--- config.mk ---
export PLATFORM = sky130hd
export DESIGN_NAME = rv32i_compressibility_classifier
export DESIGN_NICKNAME = d
export VERILOG_FILES = /design/src/hw/rtl/rvcc_pkg.sv /design/src/hw/rtl/rvcc_classify.sv /design/src/hw/rtl/rv32i_compressibility_classifier.sv
export SDC_FILE = /design/constraint.sdc
export NUM_CORES = 1
export LEC_CHECK = 0
export ABC_AREA = 1
export BUFFER_PORTS_ARGS = -buffer_cell sky130_fd_sc_hd__buf_2
export CAP_MARGIN = 10
export CORE_MARGIN = 2
export CORE_UTILIZATION = 40
export DETAILED_ROUTE_END_ITERATION = 10
export PLACE_DENSITY = 0.66
export SETUP_SLACK_MARGIN = 0.15
export SLEW_MARGIN = 10
export SYNTH_ARGS = -nofsm -noshare
export SYNTH_HDL_FRONTEND = slang
export SYNTH_SLANG_ARGS = --single-unit
--- constraint.sdc ---
create_clock -name clk -period 3.8 [get_ports clk]
set_input_delay 0.76 -clock clk [delete_from_list [all_inputs] [get_ports clk]]
set_output_delay 0.76 -clock clk [all_outputs]
set_load 0.02 [all_outputs]
--- src/hw/rtl/rvcc_pkg.sv ---
// Shared opcodes, funct codes and result class codes for the RVC
// compressibility classifier. No dependencies.
package rvcc_pkg;

    localparam int unsigned INSTR_W = 32;
    localparam int unsigned CLASS_W = 5;

    typedef logic [INSTR_W-1:0] instr_t;
    typedef logic [CLASS_W-1:0] class_t;

    // Major opcodes
    localparam logic [6:0] OPC_OP     = 7'b0110011;
    localparam logic [6:0] OPC_JALR   = 7'b1100111;
    localparam logic [6:0] OPC_OPIMM  = 7'b0010011;
    localparam logic [6:0] OPC_LUI    = 7'b0110111;
    localparam logic [6:0] OPC_LOAD   = 7'b0000011;
    localparam logic [6:0] OPC_STORE  = 7'b0100011;
    localparam logic [6:0] OPC_BRANCH = 7'b1100011;
    localparam logic [6:0] OPC_JAL    = 7'b1101111;

    localparam logic [6:0] F7_BASE = 7'b0000000;
    localparam logic [6:0] F7_ALT  = 7'b0100000;

    // funct3 codes
    localparam logic [2:0] F3_ADD  = 3'd0;
    localparam logic [2:0] F3_SLL  = 3'd1;
    localparam logic [2:0] F3_WORD = 3'd2;
    localparam logic [2:0] F3_XOR  = 3'd4;
    localparam logic [2:0] F3_SR   = 3'd5;
    localparam logic [2:0] F3_OR   = 3'd6;
    localparam logic [2:0] F3_AND  = 3'd7;
    localparam logic [2:0] F3_BEQ  = 3'd0;
    localparam logic [2:0] F3_BNE  = 3'd1;

    localparam logic [4:0] REG_ZERO = 5'd0;
    localparam logic [4:0] REG_RA   = 5'd1;
    localparam logic [4:0] REG_SP   = 5'd2;

    // Result classes
    localparam class_t CLS_NONE       = 5'd0;
    localparam class_t CLS_ADD        = 5'd1;
    localparam class_t CLS_MV         = 5'd2;
    localparam class_t CLS_AND        = 5'd3;
    localparam class_t CLS_OR         = 5'd4;
    localparam class_t CLS_XOR        = 5'd5;
    localparam class_t CLS_SUB        = 5'd6;
    localparam class_t CLS_JR         = 5'd7;
    localparam class_t CLS_JALR       = 5'd8;
    localparam class_t CLS_LI         = 5'd9;
    localparam class_t CLS_ADDI       = 5'd10;
    localparam class_t CLS_SLLI       = 5'd11;
    localparam class_t CLS_SRLI       = 5'd12;
    localparam class_t CLS_SRAI       = 5'd13;
    localparam class_t CLS_ANDI       = 5'd14;
    localparam class_t CLS_LUI        = 5'd15;
    localparam class_t CLS_LW         = 5'd16;
    localparam class_t CLS_SW         = 5'd17;
    localparam class_t CLS_BEQZ       = 5'd18;
    localparam class_t CLS_BNEZ       = 5'd19;
    localparam class_t CLS_J          = 5'd20;
    localparam class_t CLS_JAL        = 5'd21;
    localparam class_t CLS_BRANCH_FIX = 5'd22;
    localparam class_t CLS_JAL_FIX    = 5'd23;

endpackage

--- src/hw/rtl/rvcc_classify.sv ---
// Combinational field decode and range checks for one instruction word.
// Depends on rvcc_pkg.
module rvcc_classify
(
    input  rvcc_pkg::instr_t instruction,
    output rvcc_pkg::class_t compress_class
);

    logic [6:0] op;
    logic [2:0] f3;
    logic [6:0] f7;
    logic [4:0] rd;
    logic [4:0] rs1;
    logic [4:0] rs2;
    logic       rd_prime;
    logic       rs1_prime;
    logic       rs2_prime;
    logic       rs1_is_rd;
    logic       imm_i_small;   // I-immediate in -32..31
    logic       imm_i_zero;
    logic       imm_u_small;   // U-immediate in -32..31
    logic       imm_u_zero;
    logic       lw_offset_ok;  // 0..127, word aligned
    logic       sw_offset_ok;
    logic       br_offset_ok;  // -256..255
    logic       jal_offset_ok; // -2048..2047
    logic [4:0] br_top;
    logic [9:0] jal_top;

    assign op  = instruction[6:0];
    assign f3  = instruction[14:12];
    assign f7  = instruction[31:25];
    assign rd  = instruction[11:7];
    assign rs1 = instruction[19:15];
    assign rs2 = instruction[24:20];

    assign rd_prime  = (rd[4:3] == 2'b01);
    assign rs1_prime = (rs1[4:3] == 2'b01);
    assign rs2_prime = (rs2[4:3] == 2'b01);
    assign rs1_is_rd = (rs1 == rd);

    assign imm_i_small = (instruction[31:25] == 7'h00) || (instruction[31:25] == 7'h7f);
    assign imm_i_zero  = (instruction[31:20] == 12'h000);
    assign imm_u_small = (instruction[31:17] == 15'h0000) || (instruction[31:17] == 15'h7fff);
    assign imm_u_zero  = (instruction[31:12] == 20'h00000);

    assign lw_offset_ok = (instruction[31:27] == 5'h00) && (instruction[21:20] == 2'b00);
    assign sw_offset_ok = (instruction[31:27] == 5'h00) && (instruction[8:7] == 2'b00);

    // sign and upper offset bits must all agree
    assign br_top  = {instruction[31], instruction[7], instruction[30:28]};
    assign jal_top = {instruction[31], instruction[19:12], instruction[20]};
    assign br_offset_ok  = (br_top == 5'h00) || (br_top == 5'h1f);
    assign jal_offset_ok = (jal_top == 10'h000) || (jal_top == 10'h3ff);

    always_comb
    begin
        compress_class = rvcc_pkg::CLS_NONE;
        case (op)
            rvcc_pkg::OPC_OP:
            begin
                if (f3 == rvcc_pkg::F3_ADD)
                begin
                    if (f7 == rvcc_pkg::F7_ALT)
                    begin
                        if (rs2_prime && rd_prime && rs1_is_rd)
                            compress_class = rvcc_pkg::CLS_SUB;
                    end
                    else if (f7 == rvcc_pkg::F7_BASE)
                    begin
                        if (rs2 != rvcc_pkg::REG_ZERO && rd != rvcc_pkg::REG_ZERO)
                        begin
                            if (rs1 == rvcc_pkg::REG_ZERO)
                                compress_class = rvcc_pkg::CLS_MV;
                            else if (rs1_is_rd)
                                compress_class = rvcc_pkg::CLS_ADD;
                        end
                    end
                end
                else if (rs2_prime && rd_prime && rs1_is_rd && f7 == rvcc_pkg::F7_BASE)
                begin
                    if (f3 == rvcc_pkg::F3_AND)
                        compress_class = rvcc_pkg::CLS_AND;
                    else if (f3 == rvcc_pkg::F3_OR)
                        compress_class = rvcc_pkg::CLS_OR;
                    else if (f3 == rvcc_pkg::F3_XOR)
                        compress_class = rvcc_pkg::CLS_XOR;
                end
            end
            rvcc_pkg::OPC_JALR:
            begin
                if (rs1 != rvcc_pkg::REG_ZERO && imm_i_zero && f3 == rvcc_pkg::F3_ADD)
                begin
                    if (rd == rvcc_pkg::REG_ZERO)
                        compress_class = rvcc_pkg::CLS_JR;
                    else if (rd == rvcc_pkg::REG_RA)
                        compress_class = rvcc_pkg::CLS_JALR;
                end
            end
            rvcc_pkg::OPC_OPIMM:
            begin
                if (f3 == rvcc_pkg::F3_ADD)
                begin
                    if (rd != rvcc_pkg::REG_ZERO && imm_i_small)
                    begin
                        if (rs1 == rvcc_pkg::REG_ZERO)
                            compress_class = rvcc_pkg::CLS_LI;
                        else if (rs1_is_rd && !imm_i_zero)
                            compress_class = rvcc_pkg::CLS_ADDI;
                    end
                end
                else if (rs1_is_rd)
                begin
                    if (f3 == rvcc_pkg::F3_SLL && f7 == rvcc_pkg::F7_BASE
                        && rd != rvcc_pkg::REG_ZERO)
                        compress_class = rvcc_pkg::CLS_SLLI;
                    else if (rd_prime)
                    begin
                        if (f3 == rvcc_pkg::F3_SR)
                        begin
                            if (f7 == rvcc_pkg::F7_BASE)
                                compress_class = rvcc_pkg::CLS_SRLI;
                            else if (f7 == rvcc_pkg::F7_ALT)
                                compress_class = rvcc_pkg::CLS_SRAI;
                        end
                        else if (f3 == rvcc_pkg::F3_AND && imm_i_small)
                            compress_class = rvcc_pkg::CLS_ANDI;
                    end
                end
            end
            rvcc_pkg::OPC_LUI:
            begin
                if (rd != rvcc_pkg::REG_ZERO && rd != rvcc_pkg::REG_SP
                    && imm_u_small && !imm_u_zero)
                    compress_class = rvcc_pkg::CLS_LUI;
            end
            rvcc_pkg::OPC_LOAD:
            begin
                if (rs1_prime && rd_prime && lw_offset_ok && f3 == rvcc_pkg::F3_WORD)
                    compress_class = rvcc_pkg::CLS_LW;
            end
            rvcc_pkg::OPC_STORE:
            begin
                if (rs1_prime && rs2_prime && sw_offset_ok && f3 == rvcc_pkg::F3_WORD)
                    compress_class = rvcc_pkg::CLS_SW;
            end
            rvcc_pkg::OPC_BRANCH:
            begin
                compress_class = rvcc_pkg::CLS_BRANCH_FIX;
                if (rs2 == rvcc_pkg::REG_ZERO && rs1_prime && br_offset_ok)
                begin
                    if (f3 == rvcc_pkg::F3_BEQ)
                        compress_class = rvcc_pkg::CLS_BEQZ;
                    else if (f3 == rvcc_pkg::F3_BNE)
                        compress_class = rvcc_pkg::CLS_BNEZ;
                end
            end
            rvcc_pkg::OPC_JAL:
            begin
                compress_class = rvcc_pkg::CLS_JAL_FIX;
                if (jal_offset_ok)
                begin
                    if (rd == rvcc_pkg::REG_ZERO)
                        compress_class = rvcc_pkg::CLS_J;
                    else if (rd == rvcc_pkg::REG_RA)
                        compress_class = rvcc_pkg::CLS_JAL;
                end
            end
            default:
                compress_class = rvcc_pkg::CLS_NONE;
        endcase
    end

endmodule

--- src/hw/rtl/rv32i_compressibility_classifier.sv ---
// Top level of the RVC compressibility classifier: input register, decode,
// result register. Depends on rvcc_pkg and rvcc_classify.
//
//  channel   ports                      dir   handshake
//  --------  -------------------------  ----  ----------------------------------
//  request   start, busy, instruction   in    taken when start high, busy low
//  result    done, compress_class       out   one-cycle strobe, cannot be held
//
// Each request is first captured as a word in instr_reg, then its class in
// class_reg as done rises; the receiver takes the class while done is high.
// A request can be taken on every edge; the pipeline never fills up, so
// busy stays low. Reset clears the valid flags only; the data registers
// hold whatever they last saw. The receiver cannot stall, so no results
// are held back and the pipeline just advances every cycle.
module rv32i_compressibility_classifier
(
    input  logic             clk,
    input  logic             rst_n,
    input  logic             start,
    output logic             busy,
    input  rvcc_pkg::instr_t instruction,
    output logic             done,
    output rvcc_pkg::class_t compress_class
);

    rvcc_pkg::instr_t instr_reg;
    logic             in_valid_reg;
    rvcc_pkg::class_t class_next;
    rvcc_pkg::class_t class_reg;
    logic             out_valid_reg;

    // Nothing ever backs up, so requests are always welcome
    assign busy = 1'b0;

    // Valid flags: advance every cycle
    always_ff @(posedge clk or negedge rst_n)
    begin
        if (!rst_n)
        begin
            in_valid_reg  <= 1'b0;
            out_valid_reg <= 1'b0;
        end
        else
        begin
            in_valid_reg  <= start && !busy;
            out_valid_reg <= in_valid_reg;
        end
    end

    // Capture the word only when a request is taken
    always_ff @(posedge clk)
    begin
        if (start && !busy)
            instr_reg <= instruction;
    end

    rvcc_classify u_classify
    (
        .instruction    (instr_reg),
        .compress_class (class_next)
    );

    // Result register: hold the class for its single strobe cycle
    always_ff @(posedge clk)
    begin
        if (in_valid_reg)
            class_reg <= class_next;
    end

    assign done           = out_valid_reg;
    assign compress_class = class_reg;

endmodule

### Word-level counts from Yosys, hierarchy flattened

Index checks and enable logic that the tools add are counted.

| cells by class | value |
|---|---|
| equality and inequality tests | 25 |
| muxes and demuxes | 35 |
| reduce and logical (&&, ||, !) cells | 46 |

Operators by type and width:

| cell | number |
|---|---|
| $mux W5 | 24 |
| $pmux W5 S8 | 1 |
| $eq A7 B6 Y1 const B | 4 |
| $eq A7 B7 Y1 const B | 4 |
| $logic_not A5 Y1 | 5 |
| $logic_and A1 B1 Y1 | 24 |
| $logic_not A20 Y1 | 1 |
| $mux W4 | 5 |
| $eq A15 B15 Y1 const B | 1 |
| $logic_not A15 Y1 | 1 |
| $reduce_bool A5 Y1 | 3 |
| $eq A3 B3 Y1 const B | 4 |
| $logic_not A12 Y1 | 1 |
| $eq A10 B10 Y1 const B | 1 |
| $logic_not A10 Y1 | 1 |
| $mux W3 | 3 |
| $eq A7 B2 Y1 const B | 1 |
| $eq A7 B5 Y1 const B | 1 |
| $logic_not A7 Y1 | 1 |
| $eq A2 B1 Y1 const B | 3 |
| $eq A5 B1 Y1 const B | 1 |
| $eq A5 B5 Y1 | 1 |
| $eq A5 B5 Y1 const B | 1 |
| $ne A5 B2 Y1 const B | 1 |
| other kinds (8) | 13 |

| word-level totals | value |
|---|---|
| register bits after elaboration | 39 |
| input bits | 35 |
| output and inout bits | 7 |

### Logic depth before layout (Yosys ltp)

| depth | value |
|---|---|
| word-level depth | 10 |
| gate-level depth with buffers | 12 |
| gate-level depth less buffers | 12 |

### Modules after synthesis

From an unflattened synthesis, not the netlist that was laid out.

| unflattened totals | value |
|---|---|
| cells, all modules | 274 |
| area total of the unflattened synthesis | 2218.4 µm² |

By module, submodules not included:

| module | times used | cells an instance | area each (µm²) | sequential area each (µm²) |
|---|---|---|---|---|
| rv32i_compressibility_classifier | 1 | 41 | 1172.4 | 1161.1 |
| rvcc_classify | 1 | 233 | 1046.0 | 0.0 |

### Worst setup path after synthesis

Ideal clock, no wire load.

| path | value |
|---|---|
| path type | register -> register |
| start point | register instr_reg[31] |
| end point | register class_reg[1], in the netlist compress_class[1], data pin |
| library setup time | 254 ps |
| arrival time | 1275 ps |
| required time | 3546 ps |
| setup slack | 2271 ps |
| stages on the path, launching flop included | 11 |
| path buffers | 0 |
| clock period less this slack | 1529 ps |
| path through | edfxtp_1 -> nor2_2 -> nand2_2 -> nor2_4 -> nand2_1 -> clkinv_1 -> nor2_1 -> nand3_1 -> nand3_1 -> nor2_1 -> nand2_1 |

| on the way | value |
|---|---|
| cells in the longest elaborated chain, start to end | 10 |

Ends and longest elaborated chain:

| element | line | RTL |
|---|---|---|
| start, declared | rv32i_compressibility_classifier.sv:26 | `rvcc_pkg::instr_t instr_reg;` |
| start signal, assigned | rv32i_compressibility_classifier.sv:54 | `instr_reg <= instruction;` |
| $eq A7 B7 Y1 / $logic_not A7 Y1 (equally long branches) | rvcc_classify.sv:42, rvcc_classify.sv:69, rvcc_classify.sv:80 |  |
| $logic_or A1 B1 Y1 | rvcc_classify.sv:42 | `assign imm_i_small = (instruction[31:25] == 7'h00) \|\| (instruction[31:25] == 7'h7f);` |
| $logic_and A1 B1 Y1 | rvcc_classify.sv:126 | `else if (f3 == rvcc_pkg::F3_AND && imm_i_small)` |
| $mux W4 | rvcc_classify.sv:126 |  |
| $mux W5 | rvcc_classify.sv:119 | `if (f3 == rvcc_pkg::F3_SR)` |
| $mux W5 | rvcc_classify.sv:117 | `else if (rd_prime)` |
| $mux W5 | rvcc_classify.sv:114 | `if (f3 == rvcc_pkg::F3_SLL && f7 == rvcc_pkg::F7_BASE` |
| $mux W5 | rvcc_classify.sv:112 | `else if (rs1_is_rd)` |
| $mux W5 | rvcc_classify.sv:102 | `if (f3 == rvcc_pkg::F3_ADD)` |
| $pmux W5 S8 (*) | rvcc_classify.sv:59 | `case (op)` |
| named net class_next[1] | rv32i_compressibility_classifier.sv:28 | `rvcc_pkg::class_t class_next;` |
| end signal, assigned | rv32i_compressibility_classifier.sv:67 | `class_reg <= class_next;` |
| end, declared | rv32i_compressibility_classifier.sv:29 | `rvcc_pkg::class_t class_reg;` |

The timed path passes the listed nets; every way through them passes the cells marked *.
A chain may end at the register's enable or synchronous reset.

### Final worst setup path

| path | value |
|---|---|
| start point | register instr_reg[10] |
| end point | register class_reg[1], in the netlist compress_class[1], data pin |

| on the way | value |
|---|---|
| cells in the longest elaborated chain, start to end | 7 |

Ends and longest elaborated chain:

| element | line | RTL |
|---|---|---|
| $eq A5 B5 Y1 (tied with other cells) | rvcc_classify.sv:40 | `assign rs1_is_rd = (rs1 == rd);` |
| $logic_and A1 B1 Y1, on equally long branches | n/a |  |
| $mux W4 (tied with other cells) | rvcc_classify.sv:108 | `else if (rs1_is_rd && !imm_i_zero)` |
| $mux W5 (tied with other cells) | rvcc_classify.sv:106 | `if (rs1 == rvcc_pkg::REG_ZERO)` |
| $mux W5, on equally long branches | rvcc_classify.sv:104, rvcc_classify.sv:64, rvcc_classify.sv:80 |  |
| $mux W5, on equally long branches | rvcc_classify.sv:102, rvcc_classify.sv:62 |  |
| $pmux W5 S8 (*) | rvcc_classify.sv:59 |  |
| named net class_next[1] | rv32i_compressibility_classifier.sv:28 |  |

Marks and branches as above.

==> results.py <==
metrics = {
    "sta": {
        "worst_pin_slew_ns": 0.702,
        "period_minus_slack_ns": 1.80,
        "hold_ws_ns": 0.242,
        "tns_ns": 0,
        "fin_skew_ns": 0.00233,
        "rsz0062_at_grt": "no",
        "worst_slew_margin_rel_pct": 53.2,
        "fmax_mhz": 556,
        "min_period_over_period_pct": 47.3,
        "setup_viol": 0,
        "slew_violations": 0,
        "finalHoldViolations": 0,
    },
    "grt": {
        "grt_start_max_net_pins": 34,
        "antenna_found_initial": 0,
        "track_usage_pct": 16.2,
        "globalRouteOverflowTotal": 0,
        "grt_pass1_wl_mm": 7.48,
        "first_global_vias": 1678,
    },
    "setup_path": {
        "worst-path-max-fanout": 5,
        "path_class": "register to register",
        "cp-end-kind": "register",
        "ff2ff_path_depth": 10,
        "critPathLaunchType": "register",
        "rrSetupSlack_ns": 2.00,
        "slowest_delay_ns": 0.44,
        "r2r_start": "instr_reg[10]",
        "crit_slowest_cell": "edfxtp_1",
        "reg2reg_to": "compress_class[1]",
        "crit_required_ns": 3.85,
        "cp_cell_sequence": "nor2_1 -> nand2_1 -> nor2_1 -> nand2_1 -> nand3_1 -> nand2_1 -> nand3_1 -> nand3_1 -> nor2_1 -> nand2_1",
        "crit_arrival_ns": 1.85,
        "cp_common_cell": "nand2_1",
    },
    "floorplan": {
        "start_util_pct": 41.5,
        "coreArea_um2": 5140,
        "fp-row-count": 26,
        "die_w_um": 77.0,
        "ioPinCount": 42,
        "dieHeight_um": 77.0,
        "fp.dieArea_um2": 5930,
    },
    "clock_network": {
        "ctsResizeCount": 0,
        "cts_buffer_depth": 2,
        "cts_root_buf": "clkbuf_8",
        "htreeDepth": 2,
        "cts_hold_buf": 0,
        "cts_sinks": 39,
        "cts_buffers": 5,
        "cts_tree": "built",
        "path_clk_slew_ns": 0.07,
        "post_cts_buffers": 0,
        "clk_latency_ns": 0.29,
    },
    "layout": {
        "fin_cells": 375,
        "seqCellArea_um2": 1160,
        "fin_area_um2": 2490,
        "largest_reg_flops": 32,
        "most-common-layout-cells": "80 x nand2_1, 40 x buf_2, 37 x nor2_1, 37 x edfxtp_1, 30 x inv_1",
        "syn2layout_area_growth_pct": 16.8,
        "multi_input_area_um2": 832,
        "nFillCells": 541,
        "nNetsFinal": 340,
        "layout_commonest_cell": "nand2_1",
        "drive_gt1_share_pct": 20.0,
        "diodes": 0,
    },
    "place": {
        "dp_hpwl_mm": 3.55,
        "numPortBuffers": 40,
        "dpl_cell_area_um2": 2410,
        "dp.cells": 368,
        "place.gp.congestion": 0.947,
    },
    "pwr": {
        "comb_power_share_pct": 11.5,
        "seqPwrFrac_pct": 59.9,
        "p_leak_uw": 0.00112,
        "p_per_area_nw_per_um2": 357,
        "switching_share_pct": 25.1,
        "p_total_uw": 890,
        "power_switching_uw": 223,
        "max-vdd-ir-drop_mv": 0.196,
        "clkPwrFrac_pct": 28.6,
        "p_int_uw": 667,
    },
    "detailed_routing": {
        "ant_nets": 0,
        "drt-initial-drc-count": 158,
        "wl_mm": 4.40,
        "wl_per_cell_um": 11.7,
        "detail_route.first_pass.iterations": 4,
        "post_drt_via_cell_ratio": 4.78,
        "drcViolationCount": 0,
        "vias": 1791,
    },
    "synthesis": {
        "async_flop_share_pct": 5.13,
        "ys.flop_type": "edfxtp_1",
        "syn_nets": 294,
        "synth_seq_cells": 39,
        "postSynthCellCount": 259,
        "postSynthAreaPerCell_um2": 8.23,
        "synth_area_um2": 2130,
        "seq_area_frac_synth_pct": 54.5,
        "synth_edf_count": 37,
        "yosysWarningCount": 0,
        "ys_types": 27,
    },
    "worst_hold_path": {
        "hold_path_class": "input port to async pin",
    },
    "run_status": {
        "status": "completed",
    },
    "flow_run": {
        "drv_cap": 0,
    },
}
==> per-layer routing <==
layer	vias to the layer above	part of all wire [%]	GRT usage (%)
met3	10	5.8	3.06
li1	937	-	-
met2	61	48	27.1
met4	0	1.9	6.25
met1	783	44	20.7
met5	-	0	0
==> cell type report <==
type,count,area share [%]
Clock buffer,5,2.76
Clock inverter,2,0.352
Inverter,35,5.28
Multi-Input combinational cell,184,33.4
Sequential cell,39,46.6
Tap cell,70,3.52
Timing Repair Buffer,40,8.04
==> worst max-delay path by stage <==
stage	end	from	cells after the start	slack, ns
2_1_floorplan	compress_class[1]	instr_reg[31]	10	2.27
3_3_place_gp	compress_class[1]	instr_reg[10]	10	2.03
3_5_place_dp	compress_class[1]	instr_reg[10]	10	2.01
4_1_cts	compress_class[1]	instr_reg[10]	10	2.00
5_1_grt	compress_class[1]	instr_reg[10]	10	1.75
6_report	compress_class[1]	instr_reg[10]	10	2.00
==> cells in the mapped netlist, types with 2 or more instances <==
library cell  instances  area, um^2
nor2_4                2        22.5
edfxtp_1             37        1110
nor2_2                4        25.0
nand2_2               2        12.5
nor4_1                4        25.0
inv_1                30         113
nor2_1               37         139
nand4_1               9        56.3
nand2_1              80         300
inv_2                 4        15.0
a21oi_1               2        10.0
nor3_1                8        40.0
dfrtp_1               2        50.1
nand3_1              25         125
==> critical path, delay by kind of cell, from the launching register on <==
kind / cells / cell delay (ns)
and+or+nand+nor: 10 / 1.12
DFF: 1 / 0.44
==> cells by family (layout without fill, tap and decap cells) <==
kind of cell              after synthesis  in the layout  synth area share, %
other                                   1              1                0.176
DFF                                    39             39                 54.5
buffers and inverters                  36             82                 6.51
and+or+nand+nor                       173            173                 35.6
AOI/OAI and AO/OA                       9              9                 2.82
xor gates and xnor gates                1              1                0.411
==> power groups by stage <==
stage	clock network [uW]	logic (uW)	registers (uW)
2_1_floorplan	0	60.7	541
3_3_place_gp	0	101	542
3_5_place_dp	0	102	543
4_1_cts	262	103	533
5_1_grt	277	117	538
6_report	255	102	533
==> metrics by stage <==
stage,utilization [%],worst slack [ns]
2_1_floorplan,-,2.27
3_3_place_gp,46.9,2.03
3_5_place_dp,46.9,2.01
4_1_cts,48.4,2.00
5_1_grt,48.4,1.75
6_report,48.4,2.00
No activity file was read; power rests on OpenSTA's default activity.
